`config.mk`:
```
export PLATFORM = sky130hd
export DESIGN_NAME = telemetry_frame_builder_unit
export DESIGN_NICKNAME = d
export VERILOG_FILES = /design/src/rtl/core/tfb_pkg.sv /design/src/rtl/core/telemetry_frame_builder_unit.sv /design/src/rtl/core/tfb_ctrl.sv /design/src/rtl/core/tfb_datapath.sv
export SDC_FILE = /design/constraint.sdc
export NUM_CORES = 1
export LEC_CHECK = 0
export BUFFER_PORTS_ARGS = -buffer_cell sky130_fd_sc_hd__buf_2
export CORE_UTILIZATION = 53
export DETAILED_ROUTE_END_ITERATION = 8
export PLACE_DENSITY = 0.72
export SYNTH_ARGS = -nofsm -noshare
export SYNTH_HDL_FRONTEND = slang
export SYNTH_HIERARCHICAL = 1
export SYNTH_SLANG_ARGS = --single-unit
```
`constraint.sdc`:
```
create_clock -name clk -period 7.95 [get_ports clk]
set_clock_uncertainty 0.2 [all_clocks]
set_input_delay 1.59 -clock clk [delete_from_list [all_inputs] [get_ports clk]]
set_output_delay 1.59 -clock clk [all_outputs]
set_load 0.02 [all_outputs]
```
`src/rtl/core/tfb_pkg.sv`:
```
`default_nettype none
// ----------------------------------------------------------------------------
// tfb_pkg: shared types and constants of the telemetry frame builder.
// Holds the transfer payload types, the controller command and status types,
// the frame constants and the frame geometry helpers.
// ----------------------------------------------------------------------------
package tfb_pkg;

  localparam int FRAC_BITS = 8;
  localparam int VALUE_W   = 24;
  localparam int WORD_W    = 16;
  localparam int BYTE_W    = 8;
  localparam int IDX_W     = 5;
  localparam int KIND_W    = 2;
  localparam int NUM_WORDS = 6;
  localparam int WSEL_W    = 3;
  localparam int PROD_W    = 32;
  localparam int MUL_W     = 8;

  localparam logic [KIND_W-1:0] KIND_ANGLE  = 2'd0;
  localparam logic [KIND_W-1:0] KIND_ACCGYR = 2'd1;
  localparam logic [KIND_W-1:0] KIND_MOTOR  = 2'd2;
  localparam logic [KIND_W-1:0] KIND_NONE   = 2'd3;

  localparam logic [BYTE_W-1:0] HDR_BYTE  = 8'hAA;
  localparam logic [BYTE_W-1:0] ID_ANGLE  = 8'h01;
  localparam logic [BYTE_W-1:0] ID_ACCGYR = 8'h02;
  localparam logic [BYTE_W-1:0] ID_MOTOR  = 8'h06;
  localparam logic [BYTE_W-1:0] END_MARK  = 8'hA1;

  localparam logic [BYTE_W-1:0] LEN_ANGLE  = 8'd13;
  localparam logic [BYTE_W-1:0] LEN_ACCGYR = 8'd18;
  localparam logic [BYTE_W-1:0] LEN_MOTOR  = 8'd16;

  localparam logic [IDX_W-1:0] LAST_ANGLE  = 5'd17;
  localparam logic [IDX_W-1:0] LAST_ACCGYR = 5'd22;
  localparam logic [IDX_W-1:0] LAST_MOTOR  = 5'd20;
  localparam logic [IDX_W-1:0] END_IDX     = 5'd16;
  localparam logic [IDX_W-1:0] FIRST_WORD  = 5'd4;

  localparam logic [IDX_W-1:0] IDX_HDR0 = 5'd0;
  localparam logic [IDX_W-1:0] IDX_HDR1 = 5'd1;
  localparam logic [IDX_W-1:0] IDX_ID   = 5'd2;
  localparam logic [IDX_W-1:0] IDX_LEN  = 5'd3;

  localparam logic [WSEL_W-1:0] HEIGHT_WORD = 3'd3;
  localparam logic [WSEL_W-1:0] LAST_CONV   = 3'(NUM_WORDS - 1);

  localparam logic signed [MUL_W-1:0] SCALE    = 8'sd100;
  localparam logic signed [MUL_W-1:0] UNITY    = 8'sd1;
  localparam logic [WORD_W-1:0]       MOTOR_OFS = 16'd1000;

  localparam logic signed [PROD_W-1:0] TRUNC_BIAS = PROD_W'((64'sd1 <<< FRAC_BITS) - 64'sd1);

  typedef struct packed {
    logic [KIND_W-1:0]         cmd;
    logic signed [VALUE_W-1:0] value0;
    logic signed [VALUE_W-1:0] value1;
    logic signed [VALUE_W-1:0] value2;
    logic signed [VALUE_W-1:0] value3;
    logic signed [VALUE_W-1:0] value4;
    logic signed [VALUE_W-1:0] value5;
  } in_item_t;

  typedef struct packed {
    logic [BYTE_W-1:0] frame_byte;
    logic              last_byte;
  } out_item_t;

  typedef struct packed {
    logic              start;
    logic              conv_en;
    logic [WSEL_W-1:0] conv_idx;
    logic              load;
    logic [IDX_W-1:0]  byte_idx;
    logic              last;
    logic [KIND_W-1:0] kind;
  } tfb_cmd_t;

  typedef struct packed {
    logic obuf_free;
  } tfb_status_t;

  function automatic logic [IDX_W-1:0] frame_last_idx(input logic [KIND_W-1:0] kind);
    logic [IDX_W-1:0] res;
    case (kind)
      KIND_ANGLE:  res = LAST_ANGLE;
      KIND_ACCGYR: res = LAST_ACCGYR;
      default:     res = LAST_MOTOR;
    endcase
    return res;
  endfunction

  function automatic logic [IDX_W-1:0] frame_words_end(input logic [KIND_W-1:0] kind);
    logic [IDX_W-1:0] res;
    case (kind)
      KIND_ACCGYR: res = FIRST_WORD + 5'd12;
      default:     res = FIRST_WORD + 5'd8;
    endcase
    return res;
  endfunction

endpackage
`default_nettype wire

```
`src/rtl/core/telemetry_frame_builder_unit.sv`:
```
`default_nettype none
// ----------------------------------------------------------------------------
// telemetry_frame_builder_unit: serialises telemetry requests into byte frames.
// A request transfer moves the sequencer to emit, where it loads the first byte.
// Throughput: one byte per cycle unless out_ready stalls the single registered
// byte output; a frame is 18, 21 or 23 bytes long (angle, motor, accel/gyro).
// The next request is taken in the cycle that loads the checksum byte.
// Reset (rst_n low, synchronous) returns the sequencer to idle and clears
// the checksum and the output valid.
// ----------------------------------------------------------------------------
module telemetry_frame_builder_unit (
  input  wire logic               clk,
  input  wire logic               rst_n,
  input  wire logic               in_valid,
  output logic                    in_ready,
  input  wire tfb_pkg::in_item_t  in_item,
  output logic                    out_valid,
  input  wire logic               out_ready,
  output tfb_pkg::out_item_t      out_item
);

  tfb_pkg::tfb_cmd_t    cmd;
  tfb_pkg::tfb_status_t status;

  tfb_ctrl u_ctrl (
    .clk      (clk),
    .rst_n    (rst_n),
    .in_valid (in_valid),
    .in_ready (in_ready),
    .in_cmd   (in_item.cmd),
    .status   (status),
    .cmd      (cmd)
  );

  tfb_datapath u_datapath (
    .clk       (clk),
    .rst_n     (rst_n),
    .in_item   (in_item),
    .cmd       (cmd),
    .status    (status),
    .out_valid (out_valid),
    .out_ready (out_ready),
    .out_item  (out_item)
  );

`ifndef SYNTHESIS
  a_start_not_converting: assert property (@(posedge clk) disable iff (!rst_n)
    cmd.start |-> !cmd.conv_en)
    else $error("New frame started while words were still being converted.");

  a_load_only_when_free: assert property (@(posedge clk) disable iff (!rst_n)
    cmd.load |-> status.obuf_free)
    else $error("Output stage overwritten before its transfer.");

  a_start_converts: assert property (@(posedge clk) disable iff (!rst_n)
    cmd.start |=> cmd.conv_en && (cmd.conv_idx == '0))
    else $error("Accepted request did not begin word conversion.");
`endif

endmodule
`default_nettype wire

```
`src/rtl/core/tfb_ctrl.sv`:
```
`default_nettype none
// ----------------------------------------------------------------------------
// tfb_ctrl: frame sequencing controller.
// Accepts requests, steps the word conversion counter and the byte counter,
// and issues load commands in the emit state while the datapath output is free.
// ----------------------------------------------------------------------------
module tfb_ctrl (
  input  wire logic                       clk,
  input  wire logic                       rst_n,
  input  wire logic                       in_valid,
  output logic                            in_ready,
  input  wire logic [tfb_pkg::KIND_W-1:0] in_cmd,
  input  wire tfb_pkg::tfb_status_t       status,
  output tfb_pkg::tfb_cmd_t               cmd
);

  localparam logic ST_IDLE = 1'b0;
  localparam logic ST_EMIT = 1'b1;

  logic                       state_r, state_nxt;
  logic [tfb_pkg::IDX_W-1:0]  idx_r, idx_nxt;
  logic [tfb_pkg::KIND_W-1:0] kind_r, kind_nxt;
  logic [tfb_pkg::WSEL_W-1:0] conv_idx_r, conv_idx_nxt;
  logic                       conv_busy_r, conv_busy_nxt;
  logic                       at_last;
  logic                       load;
  logic                       start;

  assign at_last = (idx_r == tfb_pkg::frame_last_idx(kind_r));
  assign load    = (state_r == ST_EMIT) && status.obuf_free;
  assign in_ready = (state_r == ST_IDLE) || (load && at_last);
  assign start   = in_valid && in_ready && (in_cmd != tfb_pkg::KIND_NONE);

  always_comb begin
    state_nxt = state_r;
    idx_nxt   = idx_r;
    kind_nxt  = kind_r;
    unique case (state_r)
      ST_IDLE: begin
        if (start) begin
          state_nxt = ST_EMIT;
          idx_nxt   = '0;
          kind_nxt  = in_cmd;
        end
      end
      ST_EMIT: begin
        if (load) begin
          if (at_last) begin
            idx_nxt = '0;
            if (start) begin
              kind_nxt = in_cmd;
            end else begin
              state_nxt = ST_IDLE;
            end
          end else begin
            idx_nxt = idx_r + 5'd1;
          end
        end
      end
      default: begin
        state_nxt = ST_IDLE;
      end
    endcase
  end

  always_comb begin
    conv_busy_nxt = conv_busy_r;
    conv_idx_nxt  = conv_idx_r;
    if (start) begin
      conv_busy_nxt = 1'b1;
      conv_idx_nxt  = '0;
    end else if (conv_busy_r) begin
      if (conv_idx_r == tfb_pkg::LAST_CONV) begin
        conv_busy_nxt = 1'b0;
      end else begin
        conv_idx_nxt = conv_idx_r + 3'd1;
      end
    end
  end

  always_ff @(posedge clk) begin
    if (!rst_n) begin
      state_r     <= ST_IDLE;
      idx_r       <= '0;
      kind_r      <= tfb_pkg::KIND_ANGLE;
      conv_idx_r  <= '0;
      conv_busy_r <= 1'b0;
    end else begin
      state_r     <= state_nxt;
      idx_r       <= idx_nxt;
      kind_r      <= kind_nxt;
      conv_idx_r  <= conv_idx_nxt;
      conv_busy_r <= conv_busy_nxt;
    end
  end

  always_comb begin
    cmd.start    = start;
    cmd.conv_en  = conv_busy_r;
    cmd.conv_idx = conv_idx_r;
    cmd.load     = load;
    cmd.byte_idx = idx_r;
    cmd.last     = at_last;
    cmd.kind     = kind_r;
  end

endmodule
`default_nettype wire

```
`src/rtl/core/tfb_datapath.sv`:
```
`default_nettype none
// ----------------------------------------------------------------------------
// tfb_datapath: word conversion, payload store, byte selection and checksum.
// Converts one payload word per cycle by a shared multiplier or motor offset,
// and feeds the selected frame byte into a registered output stage.
// ----------------------------------------------------------------------------
module tfb_datapath (
  input  wire logic                clk,
  input  wire logic                rst_n,
  input  wire tfb_pkg::in_item_t   in_item,
  input  wire tfb_pkg::tfb_cmd_t   cmd,
  output tfb_pkg::tfb_status_t     status,
  output logic                     out_valid,
  input  wire logic                out_ready,
  output tfb_pkg::out_item_t       out_item
);

  tfb_pkg::in_item_t                 item_r;
  logic [tfb_pkg::WORD_W-1:0]        words_r [tfb_pkg::NUM_WORDS];
  logic [tfb_pkg::BYTE_W-1:0]        sum_r, sum_nxt;
  logic                              out_valid_r, out_valid_nxt;
  tfb_pkg::out_item_t                out_item_r;

  logic signed [tfb_pkg::VALUE_W-1:0] conv_raw;
  logic signed [tfb_pkg::MUL_W-1:0]   conv_mul;
  logic signed [tfb_pkg::PROD_W-1:0]  prod;
  logic signed [tfb_pkg::PROD_W-1:0]  quot;
  logic [tfb_pkg::WORD_W-1:0]         conv_word;

  logic [tfb_pkg::IDX_W-1:0]  w_off;
  logic [tfb_pkg::WSEL_W-1:0] w_sel;
  logic [tfb_pkg::WORD_W-1:0] w_data;
  logic [tfb_pkg::BYTE_W-1:0] byte_val;
  logic [tfb_pkg::BYTE_W-1:0] emit_byte;

  always_comb begin
    case (cmd.conv_idx)
      3'd0:    conv_raw = item_r.value0;
      3'd1:    conv_raw = item_r.value1;
      3'd2:    conv_raw = item_r.value2;
      3'd3:    conv_raw = item_r.value3;
      3'd4:    conv_raw = item_r.value4;
      3'd5:    conv_raw = item_r.value5;
      default: conv_raw = '0;
    endcase
  end

  assign conv_mul = ((cmd.kind == tfb_pkg::KIND_ANGLE) && (cmd.conv_idx == tfb_pkg::HEIGHT_WORD))
                    ? tfb_pkg::UNITY : tfb_pkg::SCALE;
  assign prod = tfb_pkg::PROD_W'(conv_raw) * tfb_pkg::PROD_W'(conv_mul);
  assign quot = (prod + (prod[tfb_pkg::PROD_W-1] ? tfb_pkg::TRUNC_BIAS : '0))
                >>> tfb_pkg::FRAC_BITS;

  always_comb begin
    if (cmd.kind == tfb_pkg::KIND_MOTOR) begin
      conv_word = conv_raw[tfb_pkg::WORD_W-1:0] - tfb_pkg::MOTOR_OFS;
    end else begin
      conv_word = quot[tfb_pkg::WORD_W-1:0];
    end
  end

  always_ff @(posedge clk) begin
    if (cmd.start) begin
      item_r <= in_item;
    end
    if (cmd.conv_en) begin
      words_r[cmd.conv_idx] <= conv_word;
    end
  end

  assign w_off  = cmd.byte_idx - tfb_pkg::FIRST_WORD;
  assign w_sel  = w_off[tfb_pkg::WSEL_W:1];
  assign w_data = words_r[w_sel];

  always_comb begin
    case (cmd.byte_idx)
      tfb_pkg::IDX_HDR0,
      tfb_pkg::IDX_HDR1: byte_val = tfb_pkg::HDR_BYTE;
      tfb_pkg::IDX_ID: begin
        case (cmd.kind)
          tfb_pkg::KIND_ANGLE:  byte_val = tfb_pkg::ID_ANGLE;
          tfb_pkg::KIND_ACCGYR: byte_val = tfb_pkg::ID_ACCGYR;
          default:              byte_val = tfb_pkg::ID_MOTOR;
        endcase
      end
      tfb_pkg::IDX_LEN: begin
        case (cmd.kind)
          tfb_pkg::KIND_ANGLE:  byte_val = tfb_pkg::LEN_ANGLE;
          tfb_pkg::KIND_ACCGYR: byte_val = tfb_pkg::LEN_ACCGYR;
          default:              byte_val = tfb_pkg::LEN_MOTOR;
        endcase
      end
      default: begin
        if (cmd.byte_idx < tfb_pkg::frame_words_end(cmd.kind)) begin
          byte_val = w_off[0] ? w_data[tfb_pkg::BYTE_W-1:0]
                              : w_data[tfb_pkg::WORD_W-1:tfb_pkg::BYTE_W];
        end else if ((cmd.kind == tfb_pkg::KIND_ANGLE) &&
                     (cmd.byte_idx == tfb_pkg::END_IDX)) begin
          byte_val = tfb_pkg::END_MARK;
        end else begin
          byte_val = '0;
        end
      end
    endcase
  end

  assign emit_byte = cmd.last ? sum_r : byte_val;

  always_comb begin
    sum_nxt = sum_r;
    if (cmd.load) begin
      sum_nxt = cmd.last ? '0 : (sum_r + byte_val);
    end
  end

  assign status.obuf_free = !out_valid_r || out_ready;

  always_comb begin
    out_valid_nxt = out_valid_r;
    if (cmd.load) begin
      out_valid_nxt = 1'b1;
    end else if (out_ready) begin
      out_valid_nxt = 1'b0;
    end
  end

  always_ff @(posedge clk) begin
    if (!rst_n) begin
      sum_r       <= '0;
      out_valid_r <= 1'b0;
    end else begin
      sum_r       <= sum_nxt;
      out_valid_r <= out_valid_nxt;
    end
  end

  always_ff @(posedge clk) begin
    if (cmd.load) begin
      out_item_r.frame_byte <= emit_byte;
      out_item_r.last_byte  <= cmd.last;
    end
  end

  assign out_valid = out_valid_r;
  assign out_item  = out_item_r;

endmodule
`default_nettype wire
```
### Word-level counts from Yosys, hierarchy flattened

Memory sizes are Yosys's and may differ from the RTL's.
Cells that the tools add are included.

* bits in registers: 174
* memory bits (writable): 96
* input port bits: 150
* output and inout bits: 11
* word-level logic and storage cells: 96
* memories kept: 1

Memory list
* u_datapath.words_r: depth 6, bits a word 16, read ports 1, clocked after Yosys merged registers in 0, wr ports 1, line tfb_datapath.sv:19 `logic [tfb_pkg::WORD_W-1:0] words_r [tfb_pkg::NUM_WORDS];`

* $add $sub $neg: 6
* multipliers: 1
* magnitude comparators: 1
* eq/ne operators: 16
* multiplexer cells: 34
* bitwise operators: 3
* reductions and logical operators: 19

Operator list (number)
* $pmux 24 s6: 1
* $mux 8: 6
* $mul 24x8->32: 1
* $mux 5: 5
* $add 24x24->24: 1
* $pmux 8 s3: 1
* $pmux 5 s2: 2
* $mux 16: 1
* $sub 16x10->16 const B: 1
* $pmux 3 s2: 2
* $eq 5x2->1 const B: 2
* $mux 1: 10
* $add 8x8->8: 1
* $mux 7: 1
* $eq 3x2->1 const B: 2
* $eq 3x3->1 const B: 2
* $logic_and 1x1->1: 6
* $mux 2: 3
* $ne 2x2->1 const B: 3
* $reduce_and 2->1: 3
* $add 5x1->5 const B: 1
* $eq 5x1->1 const B: 1
* $eq 5x5->1: 1
* $eq 5x5->1 const B: 1
* 18 further kinds: 22

### Longest topological paths before layout

Gate-level depths: netlist of run 1.

* depth in word-level cells: 11
* mapped depth: 32

### Cells and area by module

Netlist of run 1, hierarchy kept.

By module, submodules not included
* tfb_datapath: instances 1, cells an instance 1072, area each 14291.2 um2
* tfb_ctrl: instances 1, cells an instance 72, area each 663.1 um2

### Worst setup path before layout of run 1

Ideal clock, no wire load.

* kind: register to register
* start point: reg u_ctrl/conv_idx_r[0] (netlist bit)
* end point: mem u_datapath/words_r[0][13] (netlist bit), data pin
* library setup time: 0.303 ns
* arrival time: 6.858 ns
* setup slack: 0.589 ns
* cell stages (with the launch flop): 28
* buffers on the path: 3
* clock period less this slack: 7.361 ns
* cells stage by stage: dfxtp_1 buf_6 buf_4 buf_2 mux4_2 a22oi_1 nor2_1 ha_1 ha_1 xor2_1 fa_1 ha_1 ha_1 a21o_1 a31o_2 a21oi_2 a31oi_1 nor2_1 xnor2_1 ha_1 a21o_1 a21oi_1 or3_1 o211ai_1 nand4b_4 or3_4 o311ai_0 o211ai_1

* cells in the longest elaborated chain, start to end: 7

RTL lines
* start, declared: line tfb_ctrl.sv:23 `logic [tfb_pkg::WSEL_W-1:0] conv_idx_r, conv_idx_nxt;`
* start signal, assigned: line tfb_ctrl.sv:92 `conv_idx_r <= conv_idx_nxt;`
* parallel branches: the longest is 6 deep, another holds $mul 24x8->32
* $mux 16 *: line tfb_datapath.sv:55 `if (cmd.kind == tfb_pkg::KIND_MOTOR) begin`
* via u_datapath.conv_word, one bit: line tfb_datapath.sv:28 `logic [tfb_pkg::WORD_W-1:0] conv_word;`
* end, declared: line tfb_datapath.sv:19

Mark *: on every way through the listed nets, which the timed path passes.

### Worst setup path in the final report of run 1

* start point: reg u_ctrl/conv_idx_r[2] (netlist bit)
* end point: mem u_datapath/words_r[1][13] (netlist bit), data pin

Same word-level chain as after synthesis.

==> reports/metrics.yaml, run 1 <==
status: "finished, final reports clean"
chipHeight_um: 170
die_w_um: 170
start_kind: "flip-flop"
ys_seq_area_frac: 0.528
fin_util: 0.624
io_buffers: 160
antenna_cells: 0
drc: 0
synth-simple-area-share: 0.0943
hp-class: "flip-flop to flip-flop"
wl_met2_um: 14900
finalCritPeriodShare: 0.953
setup_viol_count_final: 0
powerDensity_nw_per_um2: 350
fin_crit_ns: 7.57
synth_ff_type: "edfxtp_1"
grt_pass1_wl_um: 49100
avgRoutedWirePerCell_um: 17.9
synthXorXnorAreaFrac: 0.0356
synth_area_leaders: "edfxtp_1, ha_1, fa_1, mux4_2, dfxtp_1"
start_util: 0.538
synthCells: 1144
grt_max_degree: 59
cap_violations: 0
power_mw: 6.06
antenna_left: 0
via_count: 9760
endpoint_kind: "flip-flop"
clkSinkCount: 270
synth-edff-count: 249
grt_pass1_vias: 9870
grt-ovfl-total: 0
syn-mean-instance-area_um2: 13.1
worst-r2r-cell-count: 26
cts_tree: "built"
gp_congestion: 0.873
synthAdderAreaFrac: 0.138
dp_hpwl_um: 22700
synth_compound_area_frac: 0.113
wl_um: 31000
clk_path_buf_depth: 3
final_nets: 1621
wl_met3_um: 1380
drt_iter0_drc: 690
rsz0062_at_grt: "false"
drive_gt1_frac: 0.235
arrival_ns: 7.58
fmax_mhz: 132
firstDrtPassIters: 5
die-area_um2: 28900
critPathMaxStageDelay_ns: 0.46
insertion_delay_ns: 0.54
ys_types: 84
grt.total_usage: 0.217
design.core.area_um2: 27800
root_buffer: "clkbuf_16"
syn_to_final_growth_pct: 15.9
synthArstFlopShare: 0
p_leak_nw: 6.83
crit_slowest_cell: "fa_1"
min_path_cells: 2
finalSetupTns_ns: 0
wl_met1_um: 13700
yosys_warnings: 6
antenna_found_initial: 0
ios: 161
yosysTopAreaCellShare: 0.500
cts_htree_levels: 1
cp_data_required_time_ns: 7.96
syn_area_um2: 15000
clk_pin_slew_ns: 0.06
final-hold-violation-count: 0
hold_buffers: 0
synth-seq-cells: 270
cpMostUsedCell: "ha_1"
synth_area_leader_cell: "edfxtp_1"
max_slew_margin: 0.313
slew_violations: 0
top_layer_used: "met4"
worst_slew_pin_slew_ns: 1.03
crit_fanout: 19
max-vdd-ir-drop_v: 0.000208
synth_top_family_by_area: "adder cells"
numCtsBuffers: 28
synth.area.mux_share: 0.0628
num_rows: 61
critPathKind: "flip-flop to flip-flop"
routed_via_density: 5.64
-- power breakdown --
group	switching, mW	internal (mW)	leakage [nW]
Clock	0.527	0.756	0.449
Sequential	0.0301	2.02	2.48
Combinational	1.68	1.06	3.91
Total	2.24	3.83	6.83
-- final timing paths --
| kind | from | to | slack [ns] |
|---|---|---|---|
| hold / removal | u_ctrl/idx_r[3] | u_ctrl/idx_r[3] | 0.34 |
| setup reg to reg | u_ctrl/conv_idx_r[2] | u_datapath/words_r[1][13] | 0.38 |
| hold reg to reg | u_ctrl/idx_r[3] | u_ctrl/idx_r[3] | 0.34 |
| setup / recovery | u_ctrl/conv_idx_r[2] | u_datapath/words_r[1][13] | 0.38 |
-- final cells by class --
cell class,instances,area (um2)
clock buffer,38,779
clock inverter,14,138
fill,2162,10400
inverter,60,225
multi-input combinational,775,6720
sequential,270,7910
tap,378,473
timing repair buffer,194,1090
-- registers in the layout, summed over array words and instances, names as in the netlist --
register,cells
u_datapath/item_r,144
u_datapath/words_r,96
u_datapath/out_item,9
u_datapath/sum_r,8
u_ctrl/idx_r,5
u_ctrl/conv_idx_r,3
u_ctrl/kind_r,2
u_ctrl/conv_busy_r,1
u_ctrl/state_r,1
u_datapath/out_valid,1
-- per-layer routing --
metal	up-vias	track usage
li1	4716	-
met1	4714	0.286
met2	269	0.369
met3	61	0.0270
met4	0	0.0807
met5	-	0
-- through the flow --
step / std cells / hold slack, ns / area, um2 / worst slack, ns
2_1_floorplan: 1146 / 0.290 / 15000 / 0.589
5_1_grt: 1729 / 0.371 / 17300 / 0.0146
3_3_place_gp: 1676 / 0.311 / 16300 / 0.404
3_5_place_dp: 1676 / 0.330 / 16300 / 0.0471
6_report: 1729 / 0.344 / 17300 / 0.377
4_1_cts: 1728 / 0.341 / 17200 / 0.00939
-- critical path, delay by kind of cell (launching register included) --
kind	cells	cell delay, ns
AO/OA/AOI/OAI	11	2.18
flip-flops	1	0.42
XOR/XNOR	1	0.12
adder cells (fa/ha/maj)	6	2.12
buffers and inverters	1	0.19
AND/OR/NAND/NOR	7	1.97
-- layout by cell type, fill, tap and decap left out, drive strengths merged, types with 12 or more instances in the layout --
cell    instances
buf           194
nor3           14
mux4           26
clkbuf         38
mux2i          23
fa             39
o21ai          36
ha            103
xnor2          34
a22oi          48
dfxtp          21
nor2b          13
inv            63
xor2           26
a21o           17
nand4          12
nand3          21
nand2b         12
a31oi          15
a21oi          45
and2           19
nand2          70
edfxtp        249
nor2           73
-- cells by family after synthesis --
family / count (synthesis)
AO/OA/AOI/OAI: 237
XOR/XNOR: 60
adder cells (fa/ha/maj): 142
buffers and inverters: 101
flip-flops: 270
multiplexers: 60
other: 1
AND/OR/NAND/NOR: 273
-- synthesized netlist by cell type (all sizes together) (3+ instances only) --
master     n
mux4      26
o211ai     9
or3       10
nor4b      3
nand3     21
nor3b      7
edfxtp   249
dfxtp     21
o21a       6
a221oi    10
and3b      3
a22oi     48
buf       14
mux2      11
a211oi     4
and3       4
a31oi     15
nand2     70
o31ai      4
a31o       3
nand4b     3
nand2b    12
fa        39
a21boi     4
and2      19
o21bai     3
nand4     12
xor2      26
o22ai      5
nor2b     13
nor3      14
nand3b     3
o21ai     36
nor2      73
xnor2     34
a21o      17
a21oi     45
clkbuf    27
ha       103
a2111oi    4
mux2i     23
inv       60
-- repair_timing --
item                       4_1_cts  5_1_grt
setup endpoints to repair        0       96
buffers inserted                 0        1
gates resized for setup          0       23
Power figures use the tool's default switching activity.
==> run 2: changes to the inputs <==
Clock period 7.95 ns to 7 ns, I/O delays scaled along.
==> run 2 against run 1 <==
Compared with the run above:
- the flow now finishes with violations (setup timing)
- first-iteration DRC count shrank 8.8%
- register-to-register slack lost 0.52 ns
- sequential power rose by 13%
- global-route usage grew 2.3 points
- clock power is 23% higher
- utilization grew 8.2 points
- setup slack got worse by 0.52 ns
==> reports/metrics.yaml, run 2 (synthesis gave the netlist of run 1 again) <==
chipHeight_um: 170  # unchanged
powerDensity_nw_per_um2: 428  # +22%
min_to: "u_datapath/sum_r[0]"
die-area_um2: 28900  # unchanged
top_layer_used: "met4"
final_common_cell: "edfxtp_1"
grt-ovfl-total: 0  # unchanged
cp_data_required_time_ns: 7.01  # -0.95 ns
slew_violations: 0  # unchanged
grt_max_degree: 151  # +160%
final_nets: 1786  # +10%
p_seq_frac: 0.277  # -0.060
insertion_delay_ns: 0.55  # about the same
die_w_um: 170  # unchanged
drive_gt1_frac: 0.388  # +0.153
p_leak_nw: 7.75  # +13%
avgRoutedWirePerCell_um: 18.7  # +4.6%
dp_cells: 1793  # +7.0%
design.core.area_um2: 27800  # unchanged
violations: "setup timing"
arrival_ns: 7.15  # -0.43 ns
power_switching_mw: 3.08  # +38%
rrSetupSlack_ns: -0.14  # -0.52 ns
fin_cells: 1892  # +9.4%
drc: 0  # unchanged
min_path_cells: 2  # unchanged
critPathKind: "flip-flop to flip-flop"
dp_hpwl_um: 24300  # +7.1%
fin_ws_ns: -0.145  # -0.522 ns
numCtsBuffers: 28  # unchanged
ios: 161  # unchanged
cap_violations: 0  # unchanged
fin_util: 0.706  # +0.0820
wl_met2_um: 17400  # +17%
num_rows: 61  # unchanged
antenna_found_initial: 0  # unchanged
cts_htree_levels: 1  # unchanged
hold_buffers: 0  # unchanged
hp-class: "flip-flop to flip-flop"
clk_pin_slew_ns: 0.06  # about the same
antenna_left: 0  # unchanged
worst-r2r-cell-count: 27  # +3.8%
swShare: 0.367  # -0.00148
wl_um: 35500  # +14%
grt_pass1_vias: 10638  # +7.8%
comb_power_share: 0.536  # +0.085
clk_path_buf_depth: 3  # unchanged
power.internal_mw: 5.31  # +39%
rsz0062_at_grt: "true"
hold_start: "u_datapath/sum_r[0]"
routed_via_density: 5.64  # about the same
root_buffer: "clkbuf_16"
firstDrtPassIters: 7  # +2
finalCritPeriodShare: 1.02  # +0.0681
regMostFlops: "u_datapath/item_r"
r2r_start: "u_ctrl/conv_idx_r[0]"
r2r_end: "u_datapath/words_r[5][13]"
wl_met3_um: 1810  # +32%
finalSetupTns_ns: -3.19  # -3.19 ns
via_count: 10677  # +9.4%
fin_crit_ns: 7.14  # -0.428 ns
fmax_mhz: 140  # +6.0%
largest_reg_flops: 144  # unchanged
dpl_worst_slack_ns: -0.433  # -0.480 ns
antenna_cells: 0  # unchanged
clkSinkCount: 270  # unchanged
start_util: 0.538  # unchanged
cts_tree: "built"
setup_viol_count_final: 54  # +54
status: "finished, violations left"
max-vdd-ir-drop_v: 0.000288  # +39%
worst_slew_pin_slew_ns: 0.999  # -0.0284 ns
fill_cells: 1879  # -13%
power_mw: 8.40  # +38%
syn_to_final_growth_pct: 31.2
io_buffers: 160  # unchanged
max_slew_margin: 0.334  # +0.0215
start_kind: "flip-flop"
grt.total_usage: 0.240  # +0.0232
p_clk_frac: 0.187  # -0.025
final-hold-violation-count: 0  # unchanged
layout.cells.most_common_list: "edfxtp_1, buf_4, buf_2"
wl_met1_um: 15100  # +10%
gp_congestion: 0.884  # +1.2%
crit_fanout: 8  # -11
drt_iter0_drc: 629  # -8.8%
grt_pass1_wl_um: 54100  # +10%
endpoint_kind: "flip-flop"
==> run 2: through the flow <==
stage | instance area (um2) | hold WS (ns)
floorplan | 15100 | 0.290
global placement | 17400 | 0.317
detailed placement | 17400 | 0.328
CTS | 19100 | 0.336
global route | 19600 | 0.382
finish | 19600 | 0.339
==> run 2: cell type report <==
type,instances,area [um2],area share
Timing Repair Buffer,358,2410,0.123
Sequential cell,270,7910,0.403
Clock inverter,16,241,0.0123
Clock buffer,34,744,0.0380
Inverter,60,225,0.0115
Multi-Input combinational cell,776,7610,0.388
Tap cell,378,473,0.0241
==> run 2: worst max-delay path, cell delays in order, from the launching register on <==
cell      delay, ns
dfxtp_4        0.38
buf_6          0.14
and3b_2        0.29
buf_4          0.23
a22oi_1        0.21
nand3_1        0.13
nand2_1        0.11
inv_1          0.06
ha_1           0.32
fa_1           0.57
fa_1           0.44
ha_1           0.31
ha_1           0.29
nand4_1        0.18
nor2_1         0.17
o21ai_2        0.09
a31oi_2        0.20
nor2_2         0.08
xnor2_2        0.16
ha_1           0.34
a21o_1         0.15
a21oi_2        0.07
or3_4          0.34
o211ai_1       0.18
nand4b_4       0.17
or3_4          0.43
o311ai_2       0.29
o211ai_1       0.25
==> run 2: what timing repair did <==
item,4_1_cts,5_1_grt
pin swaps,45,54
gates resized for setup,79,67
endpoints found under the setup margin,96,96
setup buffers,35,14
gates cloned,1,0
==> run 2: how the worst max path moves through the flow <==
stage	slack, ns	depth (start not counted)	from	end
after floorplan	0.0002	30	u_ctrl/conv_idx_r[0]	u_datapath/words_r[0][13]
after global placement	-0.21	29	u_ctrl/conv_idx_r[0]	u_datapath/words_r[2][12]
after detailed placement	-0.43	29	u_ctrl/conv_idx_r[0]	u_datapath/words_r[2][12]
after CTS	0.02	28	u_ctrl/conv_idx_r[0]	u_datapath/words_r[2][11]
after global routing	-0.36	27	u_ctrl/conv_idx_r[0]	u_datapath/words_r[5][13]
final	-0.14	27	u_ctrl/conv_idx_r[0]	u_datapath/words_r[5][13]
==> run 2: metal layers <==
layer	GRT usage	vias up
met5	0	-
met4	0.0776	0
met3	0.0356	80
met2	0.413	348
met1	0.314	5205
li1	-	5044
==> run 2: power groups by stage <==
stage	Clock, mW	Sequential [mW]	Combinational [mW]
global placement	0	2.35	3.40
floorplan	0	2.35	2.33
finish	1.57	2.32	4.50
CTS	1.60	2.33	3.86
global route	1.66	2.33	4.86
detailed placement	0	2.36	3.50
==> run 3: changes to the inputs <==
Settings changed: CORE_ASPECT_RATIO set to 0.75.
==> run 3 against run 2 <==
Compared with the run above:
- the flow still finishes with violations (setup timing)
- clock-buffer cell count up 9
- global-route usage is 1.6 points higher
- final cell count is 0.69% lower
- sequential share of layout area shrank 0.11 points
- non-clock buffer count increased by 16
- critical path depth grew 1
- sequential cell count unchanged
- combinational power rose by 0.9%
==> reports/metrics.yaml, run 3 (synthesis gave the netlist of run 1 again) <==
violations: "setup timing"
final_common_cell: "edfxtp_1"
powerDensity_nw_per_um2: 418  # -2.3%
grt_pass1_vias: 10869  # +2.2%
fill_cells: 1814  # -3.5%
slew_violations: 0  # unchanged
drc: 0  # unchanged
fin_ws_ns: -0.0353  # +0.109 ns
antenna_found_initial: 0  # unchanged
whs_ns: 0.343  # +0.00421 ns
via_count: 11008  # +3.1%
cts_htree_levels: 1  # unchanged
cts_tree: "built"
design.core.area_um2: 27300  # -1.6%
die_w_um: 196  # +15%
routed_via_density: 5.86  # +3.8%
finalSetupTns_ns: -0.309  # +2.88 ns
antenna_left: 0  # unchanged
final_nets: 1800  # +0.78%
largest_reg_flops: 144  # unchanged
ios: 161  # unchanged
arrival_ns: 7.12  # -0.03 ns
hp-class: "flip-flop to flip-flop"
numCtsBuffers: 27  # -3.6%
status: "finished, violations left"
finalCritPeriodShare: 1.01  # -0.0156
crit_slowest_cell: "fa_1"
antenna_cells: 0  # unchanged
clk_path_buf_depth: 3  # unchanged
endpoint_kind: "flip-flop"
worst_slew_pin_slew_ns: 1.01  # +0.0116 ns
max-vdd-ir-drop_v: 0.000281  # -2.4%
setup_viol_count_final: 12  # -78%
max_slew_margin: 0.327  # -0.00775
syn_to_final_growth_pct: 31.6
grt.total_usage: 0.256  # +0.0158
insertion_delay_ns: 0.55  # about the same
final-hold-violation-count: 0  # unchanged
grt-ovfl-total: 0  # unchanged
avgRoutedWirePerCell_um: 20.1  # +7.2%
num_rows: 52  # -15%
cpMostUsedCell: "ha_1"
wl_um: 37700  # +6.4%
grt_max_degree: 151  # unchanged
clkSinkCount: 270  # unchanged
firstDrtPassIters: 5  # -2
layout.cells.most_common_list: "edfxtp_1, buf_4, buf_2"
regMostFlops: "u_datapath/item_r"
gp_congestion: 0.955  # +8.1%
grt_pass1_wl_um: 57400  # +6.1%
dp_hpwl_um: 26300  # +8.2%
drt_iter0_drc: 890  # +41%
rsz0062_at_grt: "true"
drive_gt1_frac: 0.394  # +0.00560
critPathKind: "flip-flop to flip-flop"
cap_violations: 0  # unchanged
start_util: 0.547  # +0.00897
crit_fanout: 8  # unchanged
cp_data_required_time_ns: 7.09  # +0.08 ns
root_buffer: "clkbuf_16"
critPathMaxStageDelay_ns: 0.49  # -0.08 ns
start_kind: "flip-flop"
fmax_mhz: 142  # +1.6%
die-area_um2: 28900  # about the same
clk_pin_slew_ns: 0.06  # about the same
fin_crit_ns: 7.04  # -0.109 ns
p_leak_nw: 7.84  # +1.2%
io_buffers: 160  # unchanged
chipHeight_um: 147  # -13%
[run 3: changes by cell type in the layout (fill, tap and decap cells not counted), moves of 5 or more]
cell and delta:
a22oi_2 +6, ha_1 +8, clkbuf_1 +8, a22oi_1 -6, ha_4 -8, buf_4 +5
bufinv_16 -5
[run 3: layout make-up]
cell class              count  area (um2)  area share
repair buffers            374        2660       0.135
clock buffers              43         766      0.0389
multi-input cells         775        7610       0.387
clock inverters             6        60.1     0.00305
flip-flops and latches    270        7910       0.402
well taps                 351         439      0.0223
inverters                  60         225      0.0114
[run 3: where the power goes]
part / switching (mW) / leakage [nW] / internal, mW
clock network: 0.576 / 0.400 / 0.784
registers: 0.0394 / 2.48 / 2.29
logic: 2.46 / 4.97 / 2.08
[run 3: timing repair]
item                                    in CTS  in global routing
endpoints found under the setup margin      96                 96
gates resized for setup                     57                109
setup buffers                               29                 25
pin swaps                                   33                 56
hold buffers                                 0                  0
cloned                                       2                  1
[run 3: critical path: cells and delay by family (launching register included)]
family	cells	cell delay [ns]
AOI/OAI and AO/OA	7	1.24
xor gates and xnor gates	2	0.37
DFF	1	0.37
and+or+nand+nor	9	1.90
adders and majority gates	6	2.07
buffers and inverters	4	0.60
[run 3: metrics by stage]
step	std cells	total power, mW	utilization	area, um2	setup slack [ns]
after floorplan	1146	4.68	-	15100	0.000170
after global placement	1773	5.84	0.639	17500	-0.179
after detailed placement	1773	5.94	0.639	17500	-0.348
after CTS	1853	7.55	0.690	18900	0.00274
after global routing	1879	8.70	0.720	19700	-0.319
final	1879	8.23	0.720	19700	-0.0353
[run 3: routing by layer]
layer | GRT usage | part of all wire
met2 | 0.405 | 0.46
met1 | 0.375 | 0.45
met4 | 0.0613 | 0.023
met5 | 0 | 0
met3 | 0.0390 | 0.070
[run 3: final timing paths]
path	from	slack, ns	endpoint	depth (start not counted)
max	u_ctrl/conv_idx_r[2]	-0.04	u_datapath/words_r[1][12]	28
min	u_datapath/sum_r[0]	0.34	u_datapath/sum_r[0]	2
max reg2reg	u_ctrl/conv_idx_r[2]	-0.04	u_datapath/words_r[1][12]	28
min reg2reg	u_datapath/sum_r[0]	0.34	u_datapath/sum_r[0]	2
